===== src/rtl/camera_time_window_synchronizer_defines.svh =====
// Assertion macros shared by the synchronizer RTL.
// Every user module must have clk_i and rst_ni (active low) in scope.
`ifndef CAMERA_TIME_WINDOW_SYNCHRONIZER_DEFINES_SVH
`define CAMERA_TIME_WINDOW_SYNCHRONIZER_DEFINES_SVH
`ifndef SYNTH
`define CTWS_ASSERT_IMP(lbl, ante, cons) \
  lbl: assert property (@(posedge clk_i) disable iff (!rst_ni) (ante) |-> (cons)) \
    else $error("ctws assertion failed");
`define CTWS_ASSERT_NXT(lbl, ante, cons) \
  lbl: assert property (@(posedge clk_i) disable iff (!rst_ni) (ante) |=> (cons)) \
    else $error("ctws assertion failed");
`else
`define CTWS_ASSERT_IMP(lbl, ante, cons)
`define CTWS_ASSERT_NXT(lbl, ante, cons)
`endif
`endif


===== src/rtl/ctws_pkg.sv =====
// Shared widths, codes and structs of the camera time-window synchronizer.
// No dependencies.
package ctws_pkg;

  localparam int unsigned ModeW    = 2;
  localparam int unsigned CamW     = 3;
  localparam int unsigned TsW      = 42;
  localparam int unsigned HandleW  = 32;
  localparam int unsigned StatusW  = 3;
  localparam int unsigned FillW    = 4;
  localparam int unsigned KeepW    = 16;

  // stream packing
  localparam int unsigned InFieldW  = CamW + TsW + HandleW;
  localparam int unsigned InDataW   = ((InFieldW + 7) / 8) * 8;
  localparam int unsigned OutFieldW = TsW + CamW + 1 + HandleW + FillW;
  localparam int unsigned OutDataW  = ((OutFieldW + 7) / 8) * 8;

  // window rounding: remainder of (ts + 50) by 100, eight bits per cycle
  localparam int unsigned DigitW = 8;
  localparam int unsigned Digits = (TsW + 1 + DigitW - 1) / DigitW;
  localparam int unsigned RemW   = 7;

  localparam logic [KeepW-1:0] KeepReset = 16'd300;
  localparam logic [TsW:0]     RoundHalf = 43'd50;
  localparam logic [RemW:0]    WindowMs  = 8'd100;

  typedef enum logic [ModeW-1:0] {
    MODE_PUSH     = 2'd0,
    MODE_STRICT   = 2'd1,
    MODE_FALLBACK = 2'd2
  } mode_e;

  typedef enum logic [StatusW-1:0] {
    STAT_STORED    = 3'd0,
    STAT_COMPLETE  = 3'd1,
    STAT_DUP       = 3'd2,
    STAT_FULL      = 3'd3,
    STAT_SLOT      = 3'd4,
    STAT_NOT_READY = 3'd5,
    STAT_MISSING   = 3'd6
  } status_e;

  typedef enum logic [1:0] {
    OP_NOP,
    OP_DROP,
    OP_SET,
    OP_ERASE
  } cell_op_e;

  // broadcast to every window cell
  typedef struct packed {
    cell_op_e         op;
    logic [TsW-1:0]   key;
    logic [KeepW-1:0] keep;
  } cell_cmd_t;

  // handed from cell to cell: has a cell to the left already matched / been free
  typedef struct packed {
    logic hit_seen;
    logic free_seen;
  } chain_t;

endpackage


===== src/rtl/ctws_ram.sv =====
// Generic single-write, single-read RAM with registered read data.
// No dependencies.
module ctws_ram #(
  parameter int unsigned Width = 32,
  parameter int unsigned Depth = 64,
  localparam int unsigned AddrW = $clog2(Depth)
) (
  input  logic             clk_i,
  input  logic             we_i,
  input  logic [AddrW-1:0] waddr_i,
  input  logic [Width-1:0] wdata_i,
  input  logic             re_i,
  input  logic [AddrW-1:0] raddr_i,
  output logic [Width-1:0] rdata_o
);

  logic [Width-1:0] mem_q [Depth];
  logic [Width-1:0] rdata_q;

  always_ff @(posedge clk_i) begin
    if (we_i) begin
      mem_q[waddr_i] <= wdata_i;
    end
    if (re_i) begin
      rdata_q <= mem_q[raddr_i];
    end
  end

  assign rdata_o = rdata_q;

endmodule


===== src/rtl/ctws_rem.sv =====
// Window rounding unit: key = (ts + 50) - ((ts + 50) mod 100), one byte per cycle.
// Depends on ctws_pkg.
module ctws_rem import ctws_pkg::*; (
  input  logic           clk_i,
  input  logic           rst_ni,
  input  logic           start_i,
  input  logic [TsW-1:0] ts_i,
  output logic           done_o,
  output logic [TsW-1:0] key_o
);

  localparam int unsigned ShW  = DigitW * Digits;
  localparam int unsigned CntW = $clog2(Digits + 1);

  logic [ShW-1:0]  sh_q;
  logic [TsW:0]    x_q;
  logic [TsW:0]    x_in;
  logic [TsW:0]    diff;
  logic [RemW-1:0] r_q;
  logic [RemW-1:0] r_d;
  logic [CntW-1:0] cnt_q;
  logic            busy_q;
  logic            done_q;

  assign x_in = {1'b0, ts_i} + RoundHalf;

  // shift in one byte, keeping the running remainder below 100
  always_comb begin
    logic [RemW:0] acc;
    acc = {1'b0, r_q};
    for (int b = 0; b < DigitW; b++) begin
      acc = {acc[RemW-1:0], sh_q[ShW-1-b]};
      if (acc >= WindowMs) begin
        acc = acc - WindowMs;
      end
    end
    r_d = acc[RemW-1:0];
  end

  always_ff @(posedge clk_i or negedge rst_ni) begin
    if (!rst_ni) begin
      busy_q <= 1'b0;
      done_q <= 1'b0;
      cnt_q  <= '0;
    end else if (start_i) begin
      busy_q <= 1'b1;
      done_q <= 1'b0;
      cnt_q  <= '0;
    end else if (busy_q) begin
      cnt_q <= cnt_q + CntW'(1);
      if (cnt_q == CntW'(Digits - 1)) begin
        busy_q <= 1'b0;
        done_q <= 1'b1;
      end
    end
  end

  always_ff @(posedge clk_i) begin
    if (start_i) begin
      sh_q <= ShW'(x_in);
      x_q  <= x_in;
      r_q  <= '0;
    end else if (busy_q) begin
      sh_q <= sh_q << DigitW;
      r_q  <= r_d;
    end
  end

  assign diff   = x_q - {{(TsW + 1 - RemW){1'b0}}, r_q};
  assign key_o  = diff[TsW-1:0];
  assign done_o = done_q;

endmodule


===== src/rtl/ctws_cell.sv =====
// One window entry of the table: valid bit, key, slot mask and fill count.
// Depends on ctws_pkg and the assertion macros header.
`include "camera_time_window_synchronizer_defines.svh"
module ctws_cell import ctws_pkg::*; #(
  parameter int unsigned CAMERAS = 8,
  localparam int unsigned CntW = $clog2(CAMERAS + 1)
) (
  input  logic               clk_i,
  input  logic               rst_ni,
  input  cell_cmd_t          cmd_i,
  input  logic               sel_i,
  input  logic [CAMERAS-1:0] cam_oh_i,
  input  chain_t             chain_i,
  output chain_t             chain_o,
  input  logic [CAMERAS-1:0] mask_i,
  input  logic [CntW-1:0]    cnt_i,
  output logic [CAMERAS-1:0] mask_o,
  output logic [CntW-1:0]    cnt_o,
  output logic               hit_first_o,
  output logic               free_first_o
);

  logic               valid_q;
  logic [TsW-1:0]     key_q;
  logic [CAMERAS-1:0] mask_q;
  logic [CntW-1:0]    cnt_q;
  logic               hit;
  logic               stale;

  assign hit   = valid_q && (key_q == cmd_i.key);
  // entry + keep < key is the same as entry < key - keep, and never true when key < keep
  assign stale = valid_q &&
                 (({1'b0, key_q} + {{(TsW + 1 - KeepW){1'b0}}, cmd_i.keep}) < {1'b0, cmd_i.key});

  assign hit_first_o       = hit && !chain_i.hit_seen;
  assign free_first_o      = !valid_q && !chain_i.free_seen;
  assign chain_o.hit_seen  = chain_i.hit_seen | hit;
  assign chain_o.free_seen = chain_i.free_seen | !valid_q;
  assign mask_o            = hit_first_o ? mask_q : mask_i;
  assign cnt_o             = hit_first_o ? cnt_q : cnt_i;

  always_ff @(posedge clk_i or negedge rst_ni) begin
    if (!rst_ni) begin
      valid_q <= 1'b0;
      mask_q  <= '0;
      cnt_q   <= '0;
    end else begin
      case (cmd_i.op)
        OP_DROP: begin
          if (stale) begin
            valid_q <= 1'b0;
            mask_q  <= '0;
            cnt_q   <= '0;
          end
        end
        OP_SET: begin
          if (sel_i) begin
            valid_q <= 1'b1;
            mask_q  <= mask_q | cam_oh_i;
            cnt_q   <= cnt_q + CntW'(1);
          end
        end
        OP_ERASE: begin
          if (sel_i) begin
            valid_q <= 1'b0;
            mask_q  <= '0;
            cnt_q   <= '0;
          end
        end
        default: ;
      endcase
    end
  end

  always_ff @(posedge clk_i) begin
    if (cmd_i.op == OP_SET && sel_i && !valid_q) begin
      key_q <= cmd_i.key;
    end
  end

  `CTWS_ASSERT_IMP(a_cnt_matches_mask, 1'b1, cnt_q == CntW'($countones(mask_q)))
  `CTWS_ASSERT_IMP(a_free_is_empty, !valid_q, mask_q == '0)
  `CTWS_ASSERT_IMP(a_set_fresh_slot, cmd_i.op == OP_SET && sel_i, (mask_q & cam_oh_i) == '0)

endmodule


===== src/rtl/camera_time_window_synchronizer.sv =====
// Camera time-window synchronizer: groups camera frame handles by 100 ms window.
// Row of ctws_cell entries, ctws_rem rounding unit, ctws_ram handle store; uses ctws_pkg.
//
// Usage:
//   s_axis carries one command per beat: tuser = mode (push, strict query,
//   fallback query), tdata = cam_id, timestamp_ms, payload_handle. m_axis
//   returns result beats: tuser = status, tdata = window key, slot, presence,
//   handle and fill count; tlast marks the final beat of a command. A push
//   gives one beat, a query of a held window gives CAMERAS beats, a query
//   that finds nothing ready gives one beat. Mode 3 is consumed silently.
//   cfg_data_i sets the keep span in ms; write it only while the block idles.
// Timing:
//   One command at a time. The timestamp rounding comes first (the
//   remainder unit works through the 43-bit sum one byte per cycle), then
//   the drop and table lookup states follow, one after the other. A push
//   then passes through ST_PUSH and ST_RES to the output register; a query
//   delivers its slots one per cycle while m_axis accepts them, paced by the
//   single read port of the handle RAM. The next command is taken once the
//   last result sits in the output register.
// Reset clears the table and sets the keep span to 300 ms. A stalled
// m_axis holds the output register and pauses delivery; nothing is dropped.
`include "camera_time_window_synchronizer_defines.svh"
module camera_time_window_synchronizer import ctws_pkg::*; #(
  parameter int unsigned CAMERAS = 8,
  parameter int unsigned WINDOWS = 8
) (
  input  logic                clk_i,
  input  logic                rst_ni,
  input  logic                s_axis_tvalid,
  output logic                s_axis_tready,
  // [2:0] cam_id, [44:3] timestamp_ms, [76:45] payload_handle, rest zero
  input  logic [InDataW-1:0]  s_axis_tdata,
  // [1:0] mode
  input  logic [ModeW-1:0]    s_axis_tuser,
  output logic                m_axis_tvalid,
  input  logic                m_axis_tready,
  // [41:0] window_key_ms, [44:42] slot_index, [45] present,
  // [77:46] slot_handle, [81:78] filled_slots, rest zero
  output logic [OutDataW-1:0] m_axis_tdata,
  // [2:0] status
  output logic [StatusW-1:0]  m_axis_tuser,
  output logic                m_axis_tlast,
  input  logic                cfg_valid_i,
  output logic                cfg_ready_o,
  input  logic [KeepW-1:0]    cfg_data_i
);

  localparam int unsigned CntW     = $clog2(CAMERAS + 1);
  localparam int unsigned WinIdxW  = $clog2(WINDOWS);
  localparam int unsigned SlotW    = (CAMERAS > 1) ? $clog2(CAMERAS) : 1;
  localparam int unsigned RamDepth = WINDOWS * CAMERAS;
  localparam int unsigned AddrW    = $clog2(RamDepth);
  localparam int unsigned TsLsb    = CamW;
  localparam int unsigned PayLsb   = CamW + TsW;

  localparam logic [2:0] ST_IDLE  = 3'd0;
  localparam logic [2:0] ST_DIV   = 3'd1;
  localparam logic [2:0] ST_DROP  = 3'd2;
  localparam logic [2:0] ST_LOOK  = 3'd3;
  localparam logic [2:0] ST_PUSH  = 3'd4;
  localparam logic [2:0] ST_DELIV = 3'd5;
  localparam logic [2:0] ST_RES   = 3'd6;

  logic [2:0]         state_q;
  logic [2:0]         state_d;
  logic [KeepW-1:0]   keep_q;

  mode_e              mode_q;
  logic [CamW-1:0]    cam_q;
  logic [HandleW-1:0] payload_q;
  logic               hit_q;
  logic               free_q;
  logic [WinIdxW-1:0] idx_q;
  logic [CAMERAS-1:0] mask_q;
  logic [CntW-1:0]    cnt_q;
  logic [SlotW-1:0]   slot_q;

  status_e            res_status_q;
  logic [CamW-1:0]    res_slot_q;
  logic               res_present_q;
  logic [HandleW-1:0] res_handle_q;
  logic [FillW-1:0]   res_fill_q;

  logic               out_valid_q;
  status_e            out_status_q;
  logic [TsW-1:0]     out_key_q;
  logic [CamW-1:0]    out_slot_q;
  logic               out_present_q;
  logic [HandleW-1:0] out_handle_q;
  logic [FillW-1:0]   out_fill_q;
  logic               out_last_q;

  mode_e              mode_in;
  logic               in_acc;
  logic               in_go;
  logic               rem_done;
  logic [TsW-1:0]     key_w;
  logic               out_free;

  cell_op_e           cell_op;
  cell_cmd_t          cmd;
  logic [WINDOWS-1:0] sel;
  logic [CAMERAS-1:0] cam_oh;
  chain_t             chain   [WINDOWS+1];
  logic [CAMERAS-1:0] mask_ch [WINDOWS+1];
  logic [CntW-1:0]    cnt_ch  [WINDOWS+1];
  logic [WINDOWS-1:0] hit_first;
  logic [WINDOWS-1:0] free_first;
  logic [WinIdxW-1:0] hit_idx;
  logic [WinIdxW-1:0] free_idx;
  logic               look_hit;
  logic               look_free;
  logic [WinIdxW-1:0] look_idx;
  logic               look_complete;

  logic               cam_ok;
  logic [CAMERAS-1:0] cam_bits;
  logic               push_dup;
  logic               push_store;
  logic [CntW-1:0]    cnt_inc;
  status_e            push_status;
  logic [HandleW-1:0] push_handle;
  logic [FillW-1:0]   push_fill;

  logic [CAMERAS-1:0] slot_bits;
  logic               slot_has;
  logic               slot_last;

  logic               ram_re;
  logic               ram_we;
  logic [AddrW-1:0]   ram_raddr;
  logic [AddrW-1:0]   ram_waddr;
  logic [AddrW-1:0]   look_addr;
  logic [AddrW-1:0]   deliv_addr;
  logic [HandleW-1:0] ram_rdata;

  logic               out_ld;
  status_e            ld_status;
  logic [CamW-1:0]    ld_slot;
  logic               ld_present;
  logic [HandleW-1:0] ld_handle;
  logic [FillW-1:0]   ld_fill;
  logic               ld_last;

  // ---------------------------------------------------------------- input side
  assign s_axis_tready = (state_q == ST_IDLE);
  assign mode_in       = mode_e'(s_axis_tuser);
  assign in_acc        = s_axis_tvalid && s_axis_tready;
  assign in_go         = in_acc && (mode_in == MODE_PUSH || mode_in == MODE_STRICT ||
                                    mode_in == MODE_FALLBACK);

  assign cfg_ready_o = 1'b1;

  always_ff @(posedge clk_i or negedge rst_ni) begin
    if (!rst_ni) begin
      keep_q <= KeepReset;
    end else if (cfg_valid_i && cfg_ready_o) begin
      keep_q <= cfg_data_i;
    end
  end

  ctws_rem u_rem (
    .clk_i   (clk_i),
    .rst_ni  (rst_ni),
    .start_i (in_go),
    .ts_i    (s_axis_tdata[TsLsb +: TsW]),
    .done_o  (rem_done),
    .key_o   (key_w)
  );

  // ---------------------------------------------------------------- window row
  assign cmd.op   = cell_op;
  assign cmd.key  = key_w;
  assign cmd.keep = keep_q;
  assign sel      = WINDOWS'(1) << idx_q;
  assign cam_oh   = CAMERAS'(1) << cam_q;

  assign chain[0]   = '0;
  assign mask_ch[0] = '0;
  assign cnt_ch[0]  = '0;

  for (genvar g = 0; g < WINDOWS; g++) begin : g_cell
    ctws_cell #(.CAMERAS(CAMERAS)) u_cell (
      .clk_i        (clk_i),
      .rst_ni       (rst_ni),
      .cmd_i        (cmd),
      .sel_i        (sel[g]),
      .cam_oh_i     (cam_oh),
      .chain_i      (chain[g]),
      .chain_o      (chain[g+1]),
      .mask_i       (mask_ch[g]),
      .cnt_i        (cnt_ch[g]),
      .mask_o       (mask_ch[g+1]),
      .cnt_o        (cnt_ch[g+1]),
      .hit_first_o  (hit_first[g]),
      .free_first_o (free_first[g])
    );
  end

  always_comb begin
    hit_idx  = '0;
    free_idx = '0;
    for (int i = 0; i < WINDOWS; i++) begin
      if (hit_first[i]) begin
        hit_idx = hit_idx | WinIdxW'(i);
      end
      if (free_first[i]) begin
        free_idx = free_idx | WinIdxW'(i);
      end
    end
  end

  assign look_hit      = chain[WINDOWS].hit_seen;
  assign look_free     = chain[WINDOWS].free_seen;
  assign look_idx      = look_hit ? hit_idx : free_idx;
  assign look_complete = look_hit && (cnt_ch[WINDOWS] == CntW'(CAMERAS));

  // ---------------------------------------------------------------- push decision
  assign cam_ok      = 32'(cam_q) < CAMERAS;
  assign cam_bits    = mask_q >> cam_q;
  assign push_dup    = hit_q && cam_bits[0];
  assign push_store  = !push_dup && (hit_q || free_q);
  assign cnt_inc     = cnt_q + CntW'(1);

  always_comb begin
    if (push_dup) begin
      push_status = STAT_DUP;
      push_handle = ram_rdata;
      push_fill   = FillW'(cnt_q);
    end else if (push_store) begin
      push_status = (cnt_inc == CntW'(CAMERAS)) ? STAT_COMPLETE : STAT_STORED;
      push_handle = payload_q;
      push_fill   = FillW'(cnt_inc);
    end else begin
      push_status = STAT_FULL;
      push_handle = '0;
      push_fill   = '0;
    end
  end

  // ---------------------------------------------------------------- delivery
  assign slot_bits = mask_q >> slot_q;
  assign slot_has  = slot_bits[0];
  assign slot_last = (slot_q == SlotW'(CAMERAS - 1));

  assign look_addr  = AddrW'(look_idx) * AddrW'(CAMERAS) +
                      ((mode_q == MODE_PUSH) ? AddrW'(cam_q) : AddrW'(0));
  assign deliv_addr = AddrW'(idx_q) * AddrW'(CAMERAS) + AddrW'(slot_q + SlotW'(1));
  assign ram_waddr  = AddrW'(idx_q) * AddrW'(CAMERAS) + AddrW'(cam_q);

  ctws_ram #(.Width(HandleW), .Depth(RamDepth)) u_handles (
    .clk_i   (clk_i),
    .we_i    (ram_we),
    .waddr_i (ram_waddr),
    .wdata_i (payload_q),
    .re_i    (ram_re),
    .raddr_i (ram_raddr),
    .rdata_o (ram_rdata)
  );

  assign out_free = !out_valid_q || m_axis_tready;

  // ---------------------------------------------------------------- sequencer
  always_comb begin
    state_d    = state_q;
    cell_op    = OP_NOP;
    ram_re     = 1'b0;
    ram_raddr  = look_addr;
    ram_we     = 1'b0;
    out_ld     = 1'b0;
    ld_status  = res_status_q;
    ld_slot    = res_slot_q;
    ld_present = res_present_q;
    ld_handle  = res_handle_q;
    ld_fill    = res_fill_q;
    ld_last    = 1'b1;
    unique case (state_q)
      ST_IDLE: begin
        if (in_go) begin
          state_d = ST_DIV;
        end
      end
      ST_DIV: begin
        if (rem_done) begin
          state_d = ST_DROP;
        end
      end
      ST_DROP: begin
        if (mode_q == MODE_PUSH) begin
          cell_op = OP_DROP;
        end
        state_d = ST_LOOK;
      end
      ST_LOOK: begin
        ram_re = 1'b1;
        case (mode_q)
          MODE_PUSH:     state_d = cam_ok ? ST_PUSH : ST_RES;
          MODE_STRICT:   state_d = look_complete ? ST_DELIV : ST_RES;
          MODE_FALLBACK: state_d = look_hit ? ST_DELIV : ST_RES;
          default:       state_d = ST_IDLE;
        endcase
      end
      ST_PUSH: begin
        if (push_store) begin
          cell_op = OP_SET;
          ram_we  = 1'b1;
        end
        state_d = ST_RES;
      end
      ST_DELIV: begin
        ld_status  = STAT_SLOT;
        ld_slot    = CamW'(slot_q);
        ld_present = slot_has;
        ld_handle  = slot_has ? ram_rdata : '0;
        ld_fill    = FillW'(cnt_q);
        ld_last    = slot_last;
        if (out_free) begin
          out_ld = 1'b1;
          if (slot_last) begin
            cell_op = OP_ERASE;
            state_d = ST_IDLE;
          end else begin
            // fetch the next slot while this one goes out
            ram_re    = 1'b1;
            ram_raddr = deliv_addr;
          end
        end
      end
      ST_RES: begin
        if (out_free) begin
          out_ld  = 1'b1;
          state_d = ST_IDLE;
        end
      end
      default: state_d = ST_IDLE;
    endcase
  end

  always_ff @(posedge clk_i or negedge rst_ni) begin
    if (!rst_ni) begin
      state_q     <= ST_IDLE;
      out_valid_q <= 1'b0;
    end else begin
      state_q <= state_d;
      if (out_ld) begin
        out_valid_q <= 1'b1;
      end else if (m_axis_tready) begin
        out_valid_q <= 1'b0;
      end
    end
  end

  always_ff @(posedge clk_i) begin
    if (in_acc) begin
      mode_q    <= mode_in;
      cam_q     <= s_axis_tdata[CamW-1:0];
      payload_q <= s_axis_tdata[PayLsb +: HandleW];
    end
    if (state_q == ST_LOOK) begin
      hit_q         <= look_hit;
      free_q        <= look_free;
      idx_q         <= look_idx;
      mask_q        <= mask_ch[WINDOWS];
      cnt_q         <= cnt_ch[WINDOWS];
      slot_q        <= '0;
      res_slot_q    <= (mode_q == MODE_PUSH) ? cam_q : '0;
      res_present_q <= 1'b0;
      res_handle_q  <= '0;
      case (mode_q)
        MODE_PUSH: begin
          res_status_q <= STAT_FULL;
          res_fill_q   <= '0;
        end
        MODE_STRICT: begin
          res_status_q <= STAT_NOT_READY;
          res_fill_q   <= FillW'(cnt_ch[WINDOWS]);
        end
        default: begin
          res_status_q <= STAT_MISSING;
          res_fill_q   <= '0;
        end
      endcase
    end
    if (state_q == ST_PUSH) begin
      res_status_q  <= push_status;
      res_present_q <= push_dup || push_store;
      res_handle_q  <= push_handle;
      res_fill_q    <= push_fill;
    end
    if (state_q == ST_DELIV && out_free && !slot_last) begin
      slot_q <= slot_q + SlotW'(1);
    end
    if (out_ld) begin
      out_status_q  <= ld_status;
      out_key_q     <= key_w;
      out_slot_q    <= ld_slot;
      out_present_q <= ld_present;
      out_handle_q  <= ld_handle;
      out_fill_q    <= ld_fill;
      out_last_q    <= ld_last;
    end
  end

  // ---------------------------------------------------------------- output side
  assign m_axis_tvalid = out_valid_q;
  assign m_axis_tuser  = out_status_q;
  assign m_axis_tlast  = out_last_q;
  assign m_axis_tdata  = {{(OutDataW - OutFieldW){1'b0}}, out_fill_q, out_handle_q,
                          out_present_q, out_slot_q, out_key_q};

  `CTWS_ASSERT_IMP(a_deliv_needs_hit, state_q == ST_DELIV, hit_q)
  `CTWS_ASSERT_IMP(a_push_cam_in_range, state_q == ST_PUSH, cam_ok)
  `CTWS_ASSERT_NXT(a_push_then_result, state_q == ST_PUSH, state_q == ST_RES)

endmodule

===== config.mk =====
export PLATFORM = sky130hd
export DESIGN_NAME = camera_time_window_synchronizer
export DESIGN_NICKNAME = d
export VERILOG_FILES = /design/src/rtl/ctws_pkg.sv /design/src/rtl/ctws_ram.sv /design/src/rtl/ctws_rem.sv /design/src/rtl/ctws_cell.sv /design/src/rtl/camera_time_window_synchronizer.sv
export VERILOG_INCLUDE_DIRS = /design/src /design/src/rtl
export SDC_FILE = /design/constraint.sdc
export NUM_CORES = 2
export LEC_CHECK = 0
export BUFFER_PORTS_ARGS = -buffer_cell sky130_fd_sc_hd__clkbuf_2
export CAP_MARGIN = 20
export CORE_UTILIZATION = 57
export DETAILED_ROUTE_END_ITERATION = 8
export PLACE_DENSITY_LB_ADDON = 0.12
export SLEW_MARGIN = 0
export SYNTH_ARGS = -nofsm -noshare
export SYNTH_HDL_FRONTEND = slang
export SYNTH_HIERARCHICAL = 1
export SYNTH_SLANG_ARGS = --single-unit

===== constraint.sdc =====
create_clock -name clk_i -period 7.9 [get_ports clk_i]
set_input_delay 0.79 -clock clk_i [delete_from_list [all_inputs] [get_ports clk_i]]
set_output_delay 0.79 -clock clk_i [all_outputs]
set_load 0.05 [all_outputs]

==> flow_summary.toml <==
[clock_network]
clock_latency_ns = 0.97
h-tree-depth = 5
clk_pin_slew_ns = 0.06
clock_path_buffers = 4
cts-root-buf = "clkbuf_16"
numCtsBuffers = 311
cts_tree = "yes"
clock_sinks = 2828

[status]
status = "finished, final reports clean"

[layout]
synthToLayoutAreaGrowth_pct = 15.1
fill_cells = 16600
final_nets = 10600
seqCellArea_mm2 = 0.0842
multi_input_area_mm2 = 0.0499
stdcell_count = 13400
drive_gt1_share_pct = 22.1

[flow_run]
maxCapViolCount = 0

[route]
ant_nets = 0
met3_length_um = 37100
drc = 0
avgRoutedWirePerCell_um = 31.5
top_layer = "met4"
vias = 87900
met2_length_um = 199000
dr.pass1.iters = 8
m1WireLength_um = 166000
via_per_inst = 6.57
wl_um = 422000
drt_iter0_drc = 11000

[timing]
rsz0062_at_grt = "true"
finalHoldViolCount = 0
finalSetupViolCount = 0
fin_skew_ns = 0.109
fmax_ghz = 0.128
post-route-period-util_pct = 99.3
worstMarginPinSlew_ns = 1.20
finalMaxSlewViolations = 0
relSlewSlack_pct = 19.9
fin_crit_ns = 7.84

[yosys]
synth_cells = 9155
synth_area_mm2 = 0.136
yosysWarnings = 6
syn-mean-instance-area_um2 = 14.8

[power_and_ir_drop]
power_mw = 56.8
power.density_mw_per_mm2 = 363
p_leak_nw = 54.4
peakVddDrop_v = 0.000948

[floorplan]
dieArea_mm2 = 0.240
start_util_pct = 57.5
coreArea_mm2 = 0.236
die_height_um = 490
die_w_um = 490
rows = 178
pin_count = 198

[critical_path]
cp-start-kind = "flip-flop"
crit_path_end_kind = "flip-flop"
cp-startpoint = "u_rem/r_q[1]"
worst_path_largest_cell_delay_ns = 0.39
cp.arrival_ns = 8.65
path_class = "flip-flop to flip-flop"
worst-endpoint-required_ns = 8.71
path_max_fanout = 7
slowest_stage = "or3b_4"
reg2reg_from = "u_rem/r_q[1]"

[global_route]
grt_util_all_layers_pct = 34.8
grt_pass1_wl_um = 605000
first_global_vias = 85100
grt_max_degree = 107
grt_antenna_before_repair = 8
grt_overflow = 0

[placed_design]
port_buffers = 187
numPlacedInstances = 12800
dp_hpwl_um = 282000
place_congestion = 0.969

[hold_path]
hold_start = "s_axis_tdata[63]"
hold_path.class = "input port to flip-flop"
layout by cell type (no fill, tap or decap), drive strengths merged, types with 23 or more instances in the layout:
master / instances
a211o: 27
a211oi: 88
a21o: 144
a21oi: 307
a22o: 91
a22oi: 129
a31oi: 43
a41oi: 36
and2: 45
and3: 102
and4: 60
buf: 653
bufinv: 23
clkbuf: 567
clkinv: 116
dfrtp: 125
edfxtp: 2687
ha: 486
inv: 403
mux2: 124
mux2i: 208
mux4: 448
nand2: 488
nand2b: 69
nand3: 268
nand4: 236
nor2: 453
nor2b: 59
nor3: 135
nor3b: 32
nor4: 74
o211ai: 84
o21a: 29
o21ai: 205
o22ai: 46
or2: 28
or3: 24
xnor2: 519
xor2: 210
layout make-up:
cell class / count / share of cell area [%]
Antenna cell: 11 / 0.0176
Clock buffer: 379 / 5.26
Clock inverter: 157 / 0.940
Inverter: 398 / 0.960
Multi-Input combinational cell: 5598 / 31.9
Sequential cell: 2828 / 53.9
Tap cell: 3150 / 2.52
Timing Repair Buffer: 861 / 4.47
sequential cells by signal, indices dropped and copies added, names as in the netlist, 16 cells and up:
name / cells
u_rem/sh_q: 48
u_rem/x_q: 42
g_cell.u_cell/key_q: 336
out_key_q: 42
g_cell.u_cell/cnt_q: 32
g_cell.u_cell/mask_q: 64
u_handles/rdata_o: 32
u_handles/mem_q: 2048
keep_q: 16
out_handle_q: 32
res_handle_q: 32
payload_q: 32
critical path, delay by kind of cell (launching register included):
kind	cells	cell delay [ns]
AO/OA/AOI/OAI	19	2.89
XOR/XNOR	3	0.53
adder cells (fa/ha/maj)	8	1.49
buffers and inverters	5	0.45
flip-flops	1	0.35
multiplexers	1	0.17
AND/OR/NAND/NOR	10	1.85
power by group:
group | internal [mW] | switching, mW | total, mW
registers | 18.0 | 0.656 | 18.6
clock network | 8.14 | 5.86 | 14.0
logic | 10.2 | 13.9 | 24.1
total | 36.3 | 20.4 | 56.8
layer usage:
layer | GRT usage [%] | vias to the layer above
li1 | - | 37500
met1 | 48.3 | 44800
met2 | 55.5 | 4787
met3 | 4.89 | 864
met4 | 14.5 | 0
met5 | 0 | -
per-stage QoR:
stage | util, % | hold WS, ns | TNS [ns] | instance area, um^2 | setup WS, ns
final | 66.2 | 0.0471 | 0 | 156000 | 0.0588
after global routing | 66.2 | 0.00761 | -1.60 | 156000 | -0.303
after CTS | 65.8 | 0.00250 | 0 | 155000 | 0.0000391
after detailed placement | 61.5 | 0.484 | -10.47 | 145000 | -0.482
after global placement | 61.5 | 0.474 | -5.40 | 145000 | -0.346
after floorplan | - | 0.457 | -0.651 | 136000 | -0.198
worst paths after layout:
path                                              end  slack (ns)  depth (start not counted)
setup / recovery                         u_rem/r_q[2]        0.06                         46
hold / removal                          payload_q[18]        0.05                          1
setup reg to reg                         u_rem/r_q[2]        0.06                         46
hold reg to reg            g_cell[3].u_cell/mask_q[0]        0.50                          2
max in group asynchronous    g_cell[0].u_cell/valid_q        6.12                          4
min in group asynchronous                  keep_q[15]        0.46                          2
timing repair:
action / CTS / global route
pin swaps: 11 / 43
cloned: 2 / 2
buffers inserted: 7 / 35
hold buffers: 20 / 0
setup endpoints to repair: 37 / 41
gates resized for setup: 36 / 84
hold endpoints to repair: 67 / 0
No activity file was read; power rests on OpenSTA's default activity.
